`config.mk`:
```
export PLATFORM = sky130hd
export DESIGN_NAME = point_in_polygon_prism_test_top
export DESIGN_NICKNAME = d
export VERILOG_FILES = /design/src/hdl/pipt_pkg.sv /design/src/hdl/pipt_ram.sv /design/src/hdl/pipt_mac.sv /design/src/hdl/pipt_ctrl.sv /design/src/hdl/point_in_polygon_prism_test_top.sv
export SDC_FILE = /design/constraint.sdc
export NUM_CORES = 2
export LEC_CHECK = 0
export ABC_AREA = 1
export BUFFER_PORTS_ARGS = -buffer_cell sky130_fd_sc_hd__buf_2
export CAP_MARGIN = 20
export CORE_MARGIN = 2
export CORE_UTILIZATION = 55
export CTS_BUF_LIST = sky130_fd_sc_hd__clkbuf_16
export CTS_CLUSTER_DIAMETER = 100
export DETAILED_ROUTE_END_ITERATION = 6
export PLACE_DENSITY = 0.71
export SLEW_MARGIN = 20
export SYNTH_ARGS = -nofsm -noshare
export SYNTH_HDL_FRONTEND = slang
export SYNTH_SLANG_ARGS = --single-unit
export TNS_END_PERCENT = 5
```
`constraint.sdc`:
```
create_clock -name clk -period 27.2 [get_ports clk]
set_input_delay 1.36 -clock clk [delete_from_list [all_inputs] [get_ports clk]]
set_output_delay 1.36 -clock clk [all_outputs]
set_load 0.01 [all_outputs]
```
`src/hdl/pipt_pkg.sv`:
```
// ----------------------------------------------------------------------------
// pipt_pkg
// Shared types and constants of the point-in-prism tester: request and
// result payloads, register codes, datapath widths and control structs.
// ----------------------------------------------------------------------------
package pipt_pkg;

    // Vertex table size and derived index widths
    localparam int MAX_VERTICES = 16;
    localparam int ADDR_W       = $clog2(MAX_VERTICES);
    localparam int CNT_W        = $clog2(MAX_VERTICES + 1);

    // Field widths fixed by the interface
    localparam int COORD_W   = 32;
    localparam int VIDX_W    = 4;
    localparam int VCNT_W    = 5;
    localparam int HH_W      = 30;
    localparam int CFG_IDX_W = 3;

    // Datapath widths: absolute vertex, edge differences, split multiplier
    localparam int ABS_W  = COORD_W + 1;
    localparam int DIFF_W = ABS_W + 1;
    localparam int PART_W = DIFF_W / 2;
    localparam int MPL_W  = PART_W + 1;
    localparam int PROD_W = DIFF_W + MPL_W;
    localparam int ACC_W  = 2 * DIFF_W + 1;
    localparam int BAND_W = COORD_W + 2;

    // Request kinds
    typedef enum logic {
        REQ_LOAD = 1'b0,
        REQ_TEST = 1'b1
    } req_kind_t;

    // Configuration register codes
    typedef enum logic [CFG_IDX_W-1:0] {
        REG_VERTEX_COUNT = 3'd0,
        REG_CENTER_X     = 3'd1,
        REG_CENTER_Y     = 3'd2,
        REG_CENTER_Z     = 3'd3,
        REG_HALF_HEIGHT  = 3'd4
    } cfg_reg_t;

    typedef struct packed {
        req_kind_t                   req_type;
        logic [VIDX_W-1:0]           vertex_index;
        logic signed [COORD_W-1:0]   pos_x;
        logic signed [COORD_W-1:0]   pos_y;
        logic signed [COORD_W-1:0]   pos_z;
    } req_t;

    typedef struct packed {
        logic inside_res;
        logic in_polygon;
        logic in_band;
    } res_t;

    // One vertex table word: offsets relative to the center
    typedef struct packed {
        logic signed [COORD_W-1:0] ox;
        logic signed [COORD_W-1:0] oy;
    } vert_t;

    // Command to the shared multiply-accumulate unit
    typedef struct packed {
        logic issue;
        logic clear;
        logic shift;
        logic sub;
    } mac_op_t;

    // Sequencer status toward the top level
    typedef struct packed {
        logic idle;
        logic done;
        logic poly;
    } seq_stat_t;

endpackage

```
`src/hdl/pipt_ram.sv`:
```
// ----------------------------------------------------------------------------
// pipt_ram
// Generic single-write, single-read RAM with registered read data.
// ----------------------------------------------------------------------------
module pipt_ram #(
    parameter int WIDTH = 64,
    parameter int DEPTH = 16
) (
    input  logic                     clk,
    input  logic                     we,
    input  logic [$clog2(DEPTH)-1:0] waddr,
    input  logic [WIDTH-1:0]         wdata,
    input  logic [$clog2(DEPTH)-1:0] raddr,
    output logic [WIDTH-1:0]         rdata
);

    logic [WIDTH-1:0] mem [DEPTH];

    // Write port and registered read port
    always_ff @(posedge clk)
    begin
        if (we)
        begin
            mem[waddr] <= wdata;
        end
        rdata <= mem[raddr];
    end

endmodule

```
`src/hdl/pipt_mac.sv`:
```
// ----------------------------------------------------------------------------
// pipt_mac
// Shared multiply-accumulate unit: one signed partial product per cycle,
// registered, then added to, subtracted from or loaded into a wide accumulator.
// ----------------------------------------------------------------------------
module pipt_mac (
    input  logic                                 clk,
    input  logic                                 rst_n,
    input  pipt_pkg::mac_op_t                    op,
    input  logic signed [pipt_pkg::DIFF_W-1:0]   mcand,
    input  logic signed [pipt_pkg::MPL_W-1:0]    mplier,
    output logic signed [pipt_pkg::ACC_W-1:0]    acc
);

    logic signed [pipt_pkg::PROD_W-1:0] prod_reg;
    logic signed [pipt_pkg::PROD_W-1:0] prod_next;
    pipt_pkg::mac_op_t                  op_reg;
    logic signed [pipt_pkg::ACC_W-1:0]  acc_reg;
    logic signed [pipt_pkg::ACC_W-1:0]  acc_next;
    logic signed [pipt_pkg::ACC_W-1:0]  term;

    // Form the partial product
    assign prod_next = mcand * mplier;

    // Align the registered product and fold it into the accumulator
    always_comb
    begin
        term = pipt_pkg::ACC_W'(prod_reg);
        if (op_reg.shift)
        begin
            term = term <<< pipt_pkg::PART_W;
        end
        acc_next = acc_reg;
        if (op_reg.issue)
        begin
            priority if (op_reg.clear)
            begin
                acc_next = op_reg.sub ? -term : term;
            end
            else if (op_reg.sub)
            begin
                acc_next = acc_reg - term;
            end
            else
            begin
                acc_next = acc_reg + term;
            end
        end
    end

    // Hold the command stage
    always_ff @(posedge clk or negedge rst_n)
    begin
        if (!rst_n)
        begin
            op_reg <= '0;
        end
        else
        begin
            op_reg <= op;
        end
    end

    // Product and accumulator
    always_ff @(posedge clk)
    begin
        prod_reg <= prod_next;
        acc_reg  <= acc_next;
    end

    assign acc = acc_reg;

endmodule

```
`src/hdl/pipt_ctrl.sv`:
```
// ----------------------------------------------------------------------------
// pipt_ctrl
// Edge-walk sequencer: reads one vertex per step, checks whether the edge
// spans the point's row and, if so, runs the sign-corrected cross-multiply
// through the shared multiply-accumulate unit.
// ----------------------------------------------------------------------------
module pipt_ctrl (
    input  logic                                   clk,
    input  logic                                   rst_n,
    input  logic                                   start,
    input  logic signed [pipt_pkg::COORD_W-1:0]    point_x,
    input  logic signed [pipt_pkg::COORD_W-1:0]    point_y,
    input  logic [pipt_pkg::VCNT_W-1:0]            vertex_count,
    input  logic signed [pipt_pkg::COORD_W-1:0]    center_x,
    input  logic signed [pipt_pkg::COORD_W-1:0]    center_y,
    input  logic                                   res_free,
    output logic [pipt_pkg::ADDR_W-1:0]            rd_addr,
    input  pipt_pkg::vert_t                        rd_data,
    output pipt_pkg::seq_stat_t                    stat
);

    typedef enum logic [3:0] {
        S_IDLE,
        S_FETCH,
        S_LOAD,
        S_CLOSE,
        S_EDGE,
        S_MUL,
        S_WAIT,
        S_DECIDE,
        S_FINISH
    } state_t;

    state_t                         state_reg;
    state_t                         state_next;
    logic [pipt_pkg::CNT_W-1:0]     idx_reg;
    logic [pipt_pkg::CNT_W-1:0]     idx_next;
    logic [pipt_pkg::CNT_W-1:0]     n_reg;
    logic [pipt_pkg::CNT_W-1:0]     n_next;
    logic [pipt_pkg::CNT_W-1:0]     n_eff;
    logic [1:0]                     step_reg;
    logic [1:0]                     step_next;
    logic                           poly_reg;
    logic                           poly_next;
    logic                           closing_reg;
    logic                           closing_next;

    logic signed [pipt_pkg::COORD_W-1:0] tx_reg;
    logic signed [pipt_pkg::COORD_W-1:0] ty_reg;
    logic signed [pipt_pkg::ABS_W-1:0]   prev_x_reg;
    logic signed [pipt_pkg::ABS_W-1:0]   prev_y_reg;
    logic signed [pipt_pkg::ABS_W-1:0]   cur_x_reg;
    logic signed [pipt_pkg::ABS_W-1:0]   cur_y_reg;
    logic signed [pipt_pkg::ABS_W-1:0]   first_x_reg;
    logic signed [pipt_pkg::ABS_W-1:0]   first_y_reg;
    logic signed [pipt_pkg::DIFF_W-1:0]  a_reg;
    logic signed [pipt_pkg::DIFF_W-1:0]  b_reg;
    logic signed [pipt_pkg::DIFF_W-1:0]  c_reg;
    logic signed [pipt_pkg::DIFF_W-1:0]  d_reg;
    logic                                dypos_reg;

    logic signed [pipt_pkg::ABS_W-1:0]   abs_x;
    logic signed [pipt_pkg::ABS_W-1:0]   abs_y;
    logic signed [pipt_pkg::DIFF_W-1:0]  a_w;
    logic signed [pipt_pkg::DIFF_W-1:0]  b_w;
    logic signed [pipt_pkg::DIFF_W-1:0]  c_w;
    logic signed [pipt_pkg::DIFF_W-1:0]  d_w;
    logic                                straddle;
    logic                                advance;
    logic                                left;

    state_t                         adv_state;
    logic [pipt_pkg::CNT_W-1:0]     adv_idx;
    logic                           adv_closing;

    pipt_pkg::mac_op_t                   mac_op;
    logic signed [pipt_pkg::DIFF_W-1:0]  mac_mcand;
    logic signed [pipt_pkg::MPL_W-1:0]   mac_mplier;
    logic signed [pipt_pkg::ACC_W-1:0]   mac_acc;

    // Clamp the vertex count to the table size
    assign n_eff = (32'(vertex_count) > 32'(pipt_pkg::MAX_VERTICES))
                 ? pipt_pkg::CNT_W'(pipt_pkg::MAX_VERTICES)
                 : pipt_pkg::CNT_W'(vertex_count);

    // Absolute vertex from the table word
    assign abs_x = pipt_pkg::ABS_W'(center_x) + pipt_pkg::ABS_W'(rd_data.ox);
    assign abs_y = pipt_pkg::ABS_W'(center_y) + pipt_pkg::ABS_W'(rd_data.oy);

    // Edge from prev (i) to cur (j): row test and cross-multiply operands
    assign straddle = (prev_y_reg > pipt_pkg::ABS_W'(ty_reg))
                   != (cur_y_reg > pipt_pkg::ABS_W'(ty_reg));
    assign a_w = pipt_pkg::DIFF_W'(tx_reg) - pipt_pkg::DIFF_W'(prev_x_reg);
    assign b_w = pipt_pkg::DIFF_W'(cur_y_reg) - pipt_pkg::DIFF_W'(prev_y_reg);
    assign c_w = pipt_pkg::DIFF_W'(cur_x_reg) - pipt_pkg::DIFF_W'(prev_x_reg);
    assign d_w = pipt_pkg::DIFF_W'(ty_reg) - pipt_pkg::DIFF_W'(prev_y_reg);

    // Point is left of the edge when a*b - c*d has the sign opposite to dy
    assign left = dypos_reg ? mac_acc[pipt_pkg::ACC_W-1]
                            : (!mac_acc[pipt_pkg::ACC_W-1] && (mac_acc != '0));

    assign advance = ((state_reg == S_EDGE) && !straddle) || (state_reg == S_DECIDE);

    // Step to the next edge, the closing edge, or the end
    always_comb
    begin
        adv_idx     = idx_reg;
        adv_closing = closing_reg;
        priority if (closing_reg)
        begin
            adv_state = S_FINISH;
        end
        else if (idx_reg == n_reg - pipt_pkg::CNT_W'(1))
        begin
            adv_state   = S_CLOSE;
            adv_closing = 1'b1;
        end
        else
        begin
            adv_state = S_FETCH;
            adv_idx   = idx_reg + pipt_pkg::CNT_W'(1);
        end
    end

    // Sequencer next state and shared-unit commands
    always_comb
    begin
        state_next   = state_reg;
        idx_next     = idx_reg;
        n_next       = n_reg;
        step_next    = step_reg;
        poly_next    = poly_reg;
        closing_next = closing_reg;
        mac_op       = '0;
        mac_mcand    = a_reg;
        mac_mplier   = '0;
        unique case (state_reg)
            S_IDLE:
            begin
                if (start)
                begin
                    n_next       = n_eff;
                    idx_next     = '0;
                    poly_next    = 1'b0;
                    closing_next = 1'b0;
                    state_next   = (n_eff < pipt_pkg::CNT_W'(3)) ? S_FINISH : S_FETCH;
                end
            end
            S_FETCH:
            begin
                state_next = S_LOAD;
            end
            S_LOAD:
            begin
                if (idx_reg == '0)
                begin
                    idx_next   = pipt_pkg::CNT_W'(1);
                    state_next = S_FETCH;
                end
                else
                begin
                    state_next = S_EDGE;
                end
            end
            S_CLOSE:
            begin
                state_next = S_EDGE;
            end
            S_EDGE:
            begin
                if (straddle)
                begin
                    step_next  = '0;
                    state_next = S_MUL;
                end
                else
                begin
                    state_next   = adv_state;
                    idx_next     = adv_idx;
                    closing_next = adv_closing;
                end
            end
            S_MUL:
            begin
                mac_op.issue = 1'b1;
                unique case (step_reg)
                    2'd0:
                    begin
                        mac_op.clear = 1'b1;
                        mac_mcand    = a_reg;
                        mac_mplier   = pipt_pkg::MPL_W'({1'b0, b_reg[pipt_pkg::PART_W-1:0]});
                    end
                    2'd1:
                    begin
                        mac_op.shift = 1'b1;
                        mac_mcand    = a_reg;
                        mac_mplier   = pipt_pkg::MPL_W'(
                                       $signed(b_reg[pipt_pkg::DIFF_W-1:pipt_pkg::PART_W]));
                    end
                    2'd2:
                    begin
                        mac_op.sub   = 1'b1;
                        mac_mcand    = c_reg;
                        mac_mplier   = pipt_pkg::MPL_W'({1'b0, d_reg[pipt_pkg::PART_W-1:0]});
                    end
                    2'd3:
                    begin
                        mac_op.sub   = 1'b1;
                        mac_op.shift = 1'b1;
                        mac_mcand    = c_reg;
                        mac_mplier   = pipt_pkg::MPL_W'(
                                       $signed(d_reg[pipt_pkg::DIFF_W-1:pipt_pkg::PART_W]));
                    end
                    default:
                    begin
                        mac_op = '0;
                    end
                endcase
                step_next = step_reg + 2'd1;
                if (step_reg == 2'd3)
                begin
                    state_next = S_WAIT;
                end
            end
            S_WAIT:
            begin
                state_next = S_DECIDE;
            end
            S_DECIDE:
            begin
                if (left)
                begin
                    poly_next = !poly_reg;
                end
                state_next   = adv_state;
                idx_next     = adv_idx;
                closing_next = adv_closing;
            end
            S_FINISH:
            begin
                if (res_free)
                begin
                    state_next = S_IDLE;
                end
            end
            default:
            begin
                state_next = S_IDLE;
            end
        endcase
    end

    // Hold sequencer state and result flag
    always_ff @(posedge clk or negedge rst_n)
    begin
        if (!rst_n)
        begin
            state_reg   <= S_IDLE;
            idx_reg     <= '0;
            n_reg       <= '0;
            step_reg    <= '0;
            poly_reg    <= 1'b0;
            closing_reg <= 1'b0;
        end
        else
        begin
            state_reg   <= state_next;
            idx_reg     <= idx_next;
            n_reg       <= n_next;
            step_reg    <= step_next;
            poly_reg    <= poly_next;
            closing_reg <= closing_next;
        end
    end

    // Point, vertex and operand registers
    always_ff @(posedge clk)
    begin
        if ((state_reg == S_IDLE) && start)
        begin
            tx_reg <= point_x;
            ty_reg <= point_y;
        end
        if (state_reg == S_LOAD)
        begin
            if (idx_reg == '0)
            begin
                prev_x_reg  <= abs_x;
                prev_y_reg  <= abs_y;
                first_x_reg <= abs_x;
                first_y_reg <= abs_y;
            end
            else
            begin
                cur_x_reg <= abs_x;
                cur_y_reg <= abs_y;
            end
        end
        if (state_reg == S_CLOSE)
        begin
            cur_x_reg <= first_x_reg;
            cur_y_reg <= first_y_reg;
        end
        if (state_reg == S_EDGE)
        begin
            a_reg     <= a_w;
            b_reg     <= b_w;
            c_reg     <= c_w;
            d_reg     <= d_w;
            dypos_reg <= !b_w[pipt_pkg::DIFF_W-1];
        end
        if (advance)
        begin
            prev_x_reg <= cur_x_reg;
            prev_y_reg <= cur_y_reg;
        end
    end

    pipt_mac u_mac (
        .clk    (clk),
        .rst_n  (rst_n),
        .op     (mac_op),
        .mcand  (mac_mcand),
        .mplier (mac_mplier),
        .acc    (mac_acc)
    );

    assign rd_addr   = idx_reg[pipt_pkg::ADDR_W-1:0];
    assign stat.idle = (state_reg == S_IDLE);
    assign stat.done = (state_reg == S_FINISH);
    assign stat.poly = poly_reg;

    // Table reads stay within the vertices in use
    ap_fetch_range: assert property (@(posedge clk) disable iff (!rst_n)
        state_reg == S_FETCH |-> idx_reg < n_reg)
        else $error("vertex fetch beyond vertex count");

    // Fewer than three vertices never report inside
    ap_few_vertices: assert property (@(posedge clk) disable iff (!rst_n)
        (state_reg == S_FINISH) && (n_reg < pipt_pkg::CNT_W'(3)) |-> !poly_reg)
        else $error("degenerate polygon reported inside");

    // The crossing decision reads a fully drained accumulator
    ap_decide_drained: assert property (@(posedge clk) disable iff (!rst_n)
        state_reg == S_DECIDE |-> $past(state_reg, 2) == S_MUL)
        else $error("crossing decided before products drained");

endmodule

```
`src/hdl/point_in_polygon_prism_test_top.sv`:
```
// ----------------------------------------------------------------------------
// point_in_polygon_prism_test_top
// Tests points against a polygonal prism: even-odd crossing test over a
// vertex table plus a height band check around center z.
//
// Usage:
//   cfg channel: cfg_index selects vertex_count, center_x, center_y,
//   center_z or half_height; always ready. Write only while idle.
//   req channel: a load request writes one vertex offset and
//   gives no result. A test request gives one result on the res channel.
//   A test reads the n vertices in use one by one and, for every edge that
//   spans the point's y, runs the four partial products through the shared
//   multiplier, then drains; when fewer than three vertices are in use the
//   sequencer goes straight to its finish state. A new request is taken in
//   the cycle after a result is loaded; loads are taken every cycle while
//   no test is in work.
//   One request is in work at a time; req_ready is low during a test. The
//   result sits in an output register, so the next request is taken as
//   soon as the result is handed over, even if res_ready stays low; a
//   second finished result waits in the sequencer until the register frees.
//   Reset clears the configuration registers to zero and the block comes up idle; vertex
//   table entries must be loaded before they are used.
// ----------------------------------------------------------------------------
module point_in_polygon_prism_test_top (
    input  logic                              clk,
    input  logic                              rst_n,
    input  logic                              cfg_valid,
    output logic                              cfg_ready,
    input  logic [pipt_pkg::CFG_IDX_W-1:0]    cfg_index,
    input  logic [pipt_pkg::COORD_W-1:0]      cfg_data,
    input  logic                              req_valid,
    output logic                              req_ready,
    input  pipt_pkg::req_t                    req_data,
    output logic                              res_valid,
    input  logic                              res_ready,
    output pipt_pkg::res_t                    res_data
);

    logic [pipt_pkg::VCNT_W-1:0]          vertex_count_reg;
    logic signed [pipt_pkg::COORD_W-1:0]  center_x_reg;
    logic signed [pipt_pkg::COORD_W-1:0]  center_y_reg;
    logic signed [pipt_pkg::COORD_W-1:0]  center_z_reg;
    logic [pipt_pkg::HH_W-1:0]            half_height_reg;

    logic signed [pipt_pkg::COORD_W-1:0]  pz_reg;
    logic                                 res_valid_reg;
    pipt_pkg::res_t                       res_data_reg;

    logic                                 req_take;
    logic                                 test_take;
    logic                                 ram_we;
    logic [pipt_pkg::ADDR_W-1:0]          widx;
    logic [pipt_pkg::ADDR_W-1:0]          rd_addr;
    logic [2*pipt_pkg::COORD_W-1:0]       rd_word;
    pipt_pkg::vert_t                      wr_vert;
    pipt_pkg::seq_stat_t                  stat;
    logic                                 res_free;
    logic                                 res_load;

    logic signed [pipt_pkg::BAND_W-1:0]   band_lo;
    logic signed [pipt_pkg::BAND_W-1:0]   band_hi;
    logic signed [pipt_pkg::BAND_W-1:0]   pz_wide;
    logic                                 in_band;

    assign cfg_ready = 1'b1;
    assign req_ready = stat.idle;
    assign req_take  = req_valid && req_ready;
    assign test_take = req_take && (req_data.req_type == pipt_pkg::REQ_TEST);

    // Configuration register writes
    always_ff @(posedge clk or negedge rst_n)
    begin
        if (!rst_n)
        begin
            vertex_count_reg <= '0;
            center_x_reg     <= '0;
            center_y_reg     <= '0;
            center_z_reg     <= '0;
            half_height_reg  <= '0;
        end
        else if (cfg_valid && cfg_ready)
        begin
            unique case (pipt_pkg::cfg_reg_t'(cfg_index))
                pipt_pkg::REG_VERTEX_COUNT: vertex_count_reg <= cfg_data[pipt_pkg::VCNT_W-1:0];
                pipt_pkg::REG_CENTER_X:     center_x_reg     <= cfg_data;
                pipt_pkg::REG_CENTER_Y:     center_y_reg     <= cfg_data;
                pipt_pkg::REG_CENTER_Z:     center_z_reg     <= cfg_data;
                pipt_pkg::REG_HALF_HEIGHT:  half_height_reg  <= cfg_data[pipt_pkg::HH_W-1:0];
                default:                    vertex_count_reg <= vertex_count_reg;
            endcase
        end
    end

    // Vertex table: drop loads to slots past the table
    assign widx    = pipt_pkg::ADDR_W'(req_data.vertex_index);
    assign ram_we  = req_take && (req_data.req_type == pipt_pkg::REQ_LOAD)
                  && (32'(req_data.vertex_index) < 32'(pipt_pkg::MAX_VERTICES));
    assign wr_vert.ox = req_data.pos_x;
    assign wr_vert.oy = req_data.pos_y;

    pipt_ram #(
        .WIDTH (2 * pipt_pkg::COORD_W),
        .DEPTH (pipt_pkg::MAX_VERTICES)
    ) u_table (
        .clk   (clk),
        .we    (ram_we),
        .waddr (widx),
        .wdata (wr_vert),
        .raddr (rd_addr),
        .rdata (rd_word)
    );

    pipt_ctrl u_ctrl (
        .clk          (clk),
        .rst_n        (rst_n),
        .start        (test_take),
        .point_x      (req_data.pos_x),
        .point_y      (req_data.pos_y),
        .vertex_count (vertex_count_reg),
        .center_x     (center_x_reg),
        .center_y     (center_y_reg),
        .res_free     (res_free),
        .rd_addr      (rd_addr),
        .rd_data      (pipt_pkg::vert_t'(rd_word)),
        .stat         (stat)
    );

    // Hold the test point z for the band check
    always_ff @(posedge clk)
    begin
        if (test_take)
        begin
            pz_reg <= req_data.pos_z;
        end
    end

    // Height band, bounds included
    assign band_lo = pipt_pkg::BAND_W'(center_z_reg)
                   - $signed(pipt_pkg::BAND_W'(half_height_reg));
    assign band_hi = pipt_pkg::BAND_W'(center_z_reg)
                   + $signed(pipt_pkg::BAND_W'(half_height_reg));
    assign pz_wide = pipt_pkg::BAND_W'(pz_reg);
    assign in_band = (pz_wide >= band_lo) && (pz_wide <= band_hi);

    // Output register: load a finished result when the slot is free
    assign res_free = !res_valid_reg || res_ready;
    assign res_load = stat.done && res_free;

    always_ff @(posedge clk or negedge rst_n)
    begin
        if (!rst_n)
        begin
            res_valid_reg <= 1'b0;
        end
        else if (res_load)
        begin
            res_valid_reg <= 1'b1;
        end
        else if (res_ready)
        begin
            res_valid_reg <= 1'b0;
        end
    end

    always_ff @(posedge clk)
    begin
        if (res_load)
        begin
            res_data_reg.inside_res <= stat.poly && in_band;
            res_data_reg.in_polygon <= stat.poly;
            res_data_reg.in_band    <= in_band;
        end
    end

    assign res_valid = res_valid_reg;
    assign res_data  = res_data_reg;

    // A test request makes the block busy on the next cycle
    ap_test_busy: assert property (@(posedge clk) disable iff (!rst_n)
        test_take |=> !req_ready)
        else $error("test request did not start the sequencer");

    // A taken result is not followed by a result that was never produced
    ap_no_extra_result: assert property (@(posedge clk) disable iff (!rst_n)
        res_valid && res_ready && !stat.done |=> !res_valid)
        else $error("result presented without a finished test");

endmodule

```
Word level (Yosys, flattened, before mapping)

Memories as Yosys holds them, arrays and structs flattened. A register that Yosys moved wholly into a read port is not among the register bits.
Index checks and enable logic that the tools add are counted.

Flip-flop bits (word level): 709
RAM bits: 1,024
Input port bits: 141
Output and inout bits: 6
Logic and storage cells: 183
Memories kept: 1

Memory list:

| name        | words | bits a word | read ports | clocked after Yosys merged registers in | wr ports | RTL line       | source |
|---|---|---|---|---|---|---|---|
| u_table.mem | 16    | 64          | 1          | 1                                       | 1        | pipt_ram.sv:17 | `logic [WIDTH-1:0] mem [DEPTH];` |

Add/subtract/negate cells: 14
$mul: 1
Order comparisons: 6
Eq/ne operators: 25
Muxes and demuxes: 54
Bitwise logic cells: 1
Reductions and logical operators: 46

Operator list:

| kind               | number |
|---|---|
| $mux 33            | 12 |
| $mux 69            | 3 |
| $pmux 18 s4        | 1 |
| $add 69x69->69     | 1 |
| $neg 69->69        | 1 |
| $reduce_bool 69->1 | 1 |
| $sub 69x69->69     | 1 |
| $mux 68            | 1 |
| $pmux 34 s2        | 1 |
| $sub 32x33->34     | 2 |
| $sub 33x33->34     | 2 |
| $add 32x32->33     | 2 |
| $gt 33x32->1       | 2 |
| $mul 34x18->52     | 1 |
| $pmux 4 s9         | 1 |
| $mux 34            | 1 |
| $add 32x31->33     | 1 |
| $ge 32x33->1       | 1 |
| $le 32x33->1       | 1 |
| $sub 32x31->33     | 1 |
| $mux 5             | 6 |
| $mux 4             | 7 |
| $pmux 5 s4         | 1 |
| $reduce_and 2->1   | 10 |
| other kinds (39)   | 86 |

Depth between registers and ports, before layout

Depth in word-level cells: 7
Mapped depth: 36
Depth with buffers taken out: 34

By module

A second synthesis with hierarchy kept.

Cell total of the unflattened synthesis: 13,686
Area, all modules: 119,365.7 µm²

By module, submodules not included:

| module                          | instances | cells each | area an instance (µm²) |
|---|---|---|---|
| pipt_ram                        | 1         | 4,210      | 45,285.9 |
| pipt_mac                        | 1         | 4,967      | 35,033.6 |
| pipt_ctrl                       | 1         | 3,031      | 27,585.2 |
| point_in_polygon_prism_test_top | 1         | 1,478      | 11,461.0 |

Least setup slack after synthesis

No wires, ideal clock.

Path type: register to register
Start point: reg u_ctrl.state_reg[3]
End point: reg u_ctrl.prev_x_reg[0] (netlist bit) (enable)
Arrival time: 9.757 ns
Data required time: 26.619 ns
Path slack: 16.862 ns
Cell stages (with the launch flop): 9
Path through: dfrtp_1 -> nor2_1 -> inv_1 -> nor2_1 -> nor2_1 -> clkinv_1 -> nand2_2 -> buf_2 -> o21ai_0

Cells in the longest elaborated chain, start to end: 5
Elaborated cells on any way between the ends: 8
Classes of those cells: eq/ne: 3; reduce/logical: 5

RTL lines:

| element                      | RTL line         | source |
|---|---|---|
| start: declaration           | pipt_ctrl.sv:34  | `state_t state_reg;` |
| start signal: assignment     | pipt_ctrl.sv:267 | `state_reg <= state_next;` |
| $eq 4x3->1                   | pipt_ctrl.sv:102 | `assign advance = ((state_reg == S_EDGE) && !straddle) \|\| (state_reg == S_DECIDE);` |
| $logic_and 1x1->1            | pipt_ctrl.sv:102 |  |
| $logic_or 1x1->1             | pipt_ctrl.sv:102 |  |
| $reduce_bool 2->1 (no line)  | n/a              |  |
| $reduce_and 2->1 (no line) * | n/a              |  |
| end signal: assignment       | pipt_ctrl.sv:288 | `prev_x_reg <= abs_x;` |
| end signal: assignment       | pipt_ctrl.sv:314 | `prev_x_reg <= cur_x_reg;` |
| end: declaration             | pipt_ctrl.sv:50  | `logic signed [pipt_pkg::ABS_W-1:0] prev_x_reg;` |

Every way passes the cells marked *; elsewhere a longest branch is shown, timed or not.
A chain may end at the register's enable or synchronous reset.

Worst setup path in the final report

Start point: reg u_ctrl.state_reg[0]
End point: reg u_ctrl.u_mac.prod_reg[35] (netlist bit)

Cells in the longest elaborated chain, start to end: 3
Elaborated cells on any way between the ends: 4
Classes of those cells: mul: 1; eq/ne: 1; mux: 2

RTL lines:

| element                             | RTL line         | source |
|---|---|---|
| $eq 4x3->1 *                        | pipt_ctrl.sv:137 | `unique case (state_reg)` |
| $mux 34 or $mux 18 (tied branches)  | pipt_ctrl.sv:137 |  |
| $mul 34x18->52 *                    | pipt_mac.sv:23   | `assign prod_next = mcand * mplier;` |
| via u_ctrl.u_mac.prod_next, one bit | pipt_mac.sv:16   | `logic signed [pipt_pkg::PROD_W-1:0] prod_next;` |
| end signal: assignment              | pipt_mac.sv:67   | `prod_reg <= prod_next;` |
| end: declaration                    | pipt_mac.sv:15   | `logic signed [pipt_pkg::PROD_W-1:0] prod_reg;` |

The timed path passes the listed nets; every way through them passes the cells marked *.

==> results.json <==
{
  "synthCells": 11939,
  "drt_wl_total_mm": 376.5,
  "powerDensity_mw_per_mm2": 125.6,
  "post_route_cells_drive_above_1_share_pct": 5.928,
  "skew_ps": 78.28,
  "dr.pass1.iters": 6,
  "finalSetupViolCount": 0,
  "ys_async_sr_fraction_pct": 8.570,
  "worst_slack_ps": 18100,
  "gp_congestion": 0.9994,
  "largest_reg_flops": 1024,
  "antenna_found_initial": 28,
  "cap_violations": 0,
  "synth_nets": 13230,
  "grt_pass1_wl_mm": 555.2,
  "fin_nets": 13239,
  "placementRows": 166,
  "synthDistinctLibCells": 67,
  "dp_hpwl_mm": 278.7,
  "ys_warn_count": 0,
  "hold_path.class": "primary input to async pin",
  "rsz0062_at_grt": "no",
  "cts-buffers-inserted": 187,
  "crit_start": "u_ctrl.state_reg[0]$_DFFE_PN0P_",
  "fin_crit_sh_pct": 33.47,
  "r2r_start": "u_ctrl.state_reg[0]$_DFFE_PN0P_",
  "place_ws_ps": 18250,
  "post_cts_buffers": 0,
  "cts_root_buffer": "clkbuf_16",
  "required_ps": 27930,
  "die_w_um": 456.3,
  "synth_edf_count": 1527,
  "placed_cell_area_mm2": 0.1160,
  "cp_top_family": "adder cells",
  "die-area_mm2": 0.2082,
  "grt_pass1_vias": 87873,
  "crit_path_max_fanout": 35,
  "synthFlopType": "edfxtp_1",
  "power.leakage_nw": 50.65,
  "end_kind": "flop",
  "start_util_pct": 55.16,
  "via_count": 88362,
  "hold_viol": 0,
  "drv_slew": 0,
  "cts_buffer_depth": 3,
  "cts.htree.levels": 4,
  "cts_tree": "yes",
  "reg2reg_to": "u_ctrl.u_mac.prod_reg[35]$_DFF_P_",
  "avgRoutedWirePerCell_um": 25.41,
  "vias_per_cell": 5.965,
  "cpMaxStageDelayCell": "fa_1",
  "critPathBufInv": 10,
  "relSlewSlack_pct": 26.16,
  "ant_nets": 0,
  "vdd_drop_max_mv": 0.1276,
  "clkSinkCount": 1797,
  "arrival_ps": 9830,
  "syn_area_mm2": 0.1125,
  "io_buffers": 145,
  "yosysSeqAreaShare_pct": 46.25,
  "core_area_mm2": 0.2040,
  "clock.fmax_mhz": 109.8,
  "first_iter_violations": 9335,
  "fin_crit_ps": 9104,
  "cts_hold_buf": 0,
  "fin_area_mm2": 0.1223,
  "syn_to_final_growth_pct": 8.668,
  "grt_max_degree": 195,
  "gr-total-overflow": 0,
  "ff2ff_setup_slack_ps": 18100,
  "cts_resized": 0,
  "insertion_delay_ps": 870,
  "pin_count": 147,
  "cpPeakStageDelay_ps": 640,
  "crit_type": "flop to flop",
  "cpMostUsedCell": "inv_1",
  "die_height_um": 456.3,
  "start_kind": "flop",
  "drcViolationCount": 0,
  "worst_pin_slew_ps": 1105,
  "clk_pin_slew_worst_paths_ps": 60,
  "status": "finished clean",
  "ff2ff_path_depth": 32,
  "ys_ff_latch": 1797,
  "tns_ps": 0,
  "track_usage_pct": 35.79,
  "synth_area_per_cell_um2": 9.423
}
## metal layers
metal / wire length, um / global-route usage (%) / vias up
met4: 25340 / 21.14 / 18
met2: 182500 / 59.99 / 3952
li1: - / - / 40186
met1: 143000 / 44.61 / 43354
met3: 25550 / 4.564 / 852
met5: 153 / 0 / -
## Yosys cell counts, types with 60 or more instances
| cell | instances | area [um2] |
|---|---|---|
| a21o_1 | 60 | 450.4 |
| a21oi_1 | 571 | 2858 |
| a31oi_1 | 60 | 375.4 |
| clkbuf_1 | 330 | 1239 |
| dfrtp_1 | 154 | 3854 |
| dfxtp_1 | 116 | 2322 |
| edfxtp_1 | 1527 | 45850 |
| fa_1 | 594 | 11890 |
| ha_1 | 556 | 6957 |
| inv_1 | 1457 | 5469 |
| nand2_1 | 2212 | 8303 |
| nand3_1 | 386 | 1932 |
| nand4_1 | 84 | 525.5 |
| nor2_1 | 1399 | 5251 |
| nor3_1 | 87 | 435.4 |
| o211ai_1 | 70 | 525.5 |
| o21ai_0 | 1107 | 5540 |
| o221ai_1 | 107 | 937.2 |
| o22ai_1 | 156 | 975.9 |
| xnor2_1 | 103 | 902.1 |
| xor2_1 | 252 | 2207 |
## logic make-up (layout without fill, tap and decap cells)
kind of cell             Yosys count  after routing  share of synthesized area, %
other                              1             16                      0.003333
XOR/XNOR                         355            355                         2.764
AND/OR/NAND/NOR                 4369           4369                         15.88
adder cells (fa/ha/maj)         1150           1150                         16.75
buffers and inverters           1913           2085                         6.492
flip-flops                      1797           1797                         46.25
AO/OA/AOI/OAI                   2354           2354                         11.86
## metrics by stage
step / hold slack (ps) / utilization (%) / power, mW / std cells
after floorplan: 446.9 / - / 9.585 / 11939
after global placement: 473.2 / 56.82 / 12.56 / 14445
after detailed placement: 480.0 / 56.85 / 12.63 / 14447
after CTS: 379.3 / 59.91 / 15.23 / 14799
after global routing: 417.4 / 59.93 / 16.32 / 14807
final: 420.7 / 59.94 / 15.36 / 14814
## where the power goes
part / total [mW] / leakage [nW] / internal [mW] / switching (mW)
Clock: 2.58 / 3.19 / 1.45 / 1.13
Sequential: 3.88 / 16.7 / 3.64 / 0.241
Combinational: 8.90 / 30.8 / 2.64 / 6.26
## worst max-delay path by stage
stage | endpoint | slack, ps | cells after the start
2_1_floorplan | u_ctrl.prev_x_reg[0]$_DFFE_PP_ | 16860 | 8
3_3_place_gp | u_ctrl.u_mac.prod_reg[36]$_DFF_P_ | 18390 | 29
3_5_place_dp | u_ctrl.u_mac.prod_reg[35]$_DFF_P_ | 18250 | 30
4_1_cts | u_ctrl.u_mac.prod_reg[35]$_DFF_P_ | 18180 | 32
5_1_grt | u_ctrl.u_mac.prod_reg[35]$_DFF_P_ | 17520 | 30
6_report | u_ctrl.u_mac.prod_reg[35]$_DFF_P_ | 18100 | 32
## cells in the final DEF (no fill, tap or decap), drive strengths merged, types with 10 or more instances in the layout
master	count
nand2	2235
inv	1539
edfxtp	1527
nor2	1422
o21ai	1170
fa	594
a21oi	571
ha	556
nand3	390
xor2	252
buf	236
clkbuf	190
o22ai	156
dfrtp	154
dfxtp	116
o221ai	107
xnor2	103
clkinv	97
nor3	94
nand4	86
o211ai	70
a31oi	66
a21o	60
nor4	54
o21bai	52
or2	47
nand3b	28
o21a	27
a21boi	18
a22o	17
bufinv	17
diode	15
o31ai	10
## layout make-up
type                       instances  area [um2]
inverter                        1497        5639
fill                           17473       81710
multi-input combinational       8229       53440
sequential                      1797       52050
clock buffer                     190        4755
tap                             2688        3363
timing repair buffer             236        1473
clock inverter                   162        1494
antenna                           15       37.54
No activity file was read; power rests on OpenSTA's default activity.
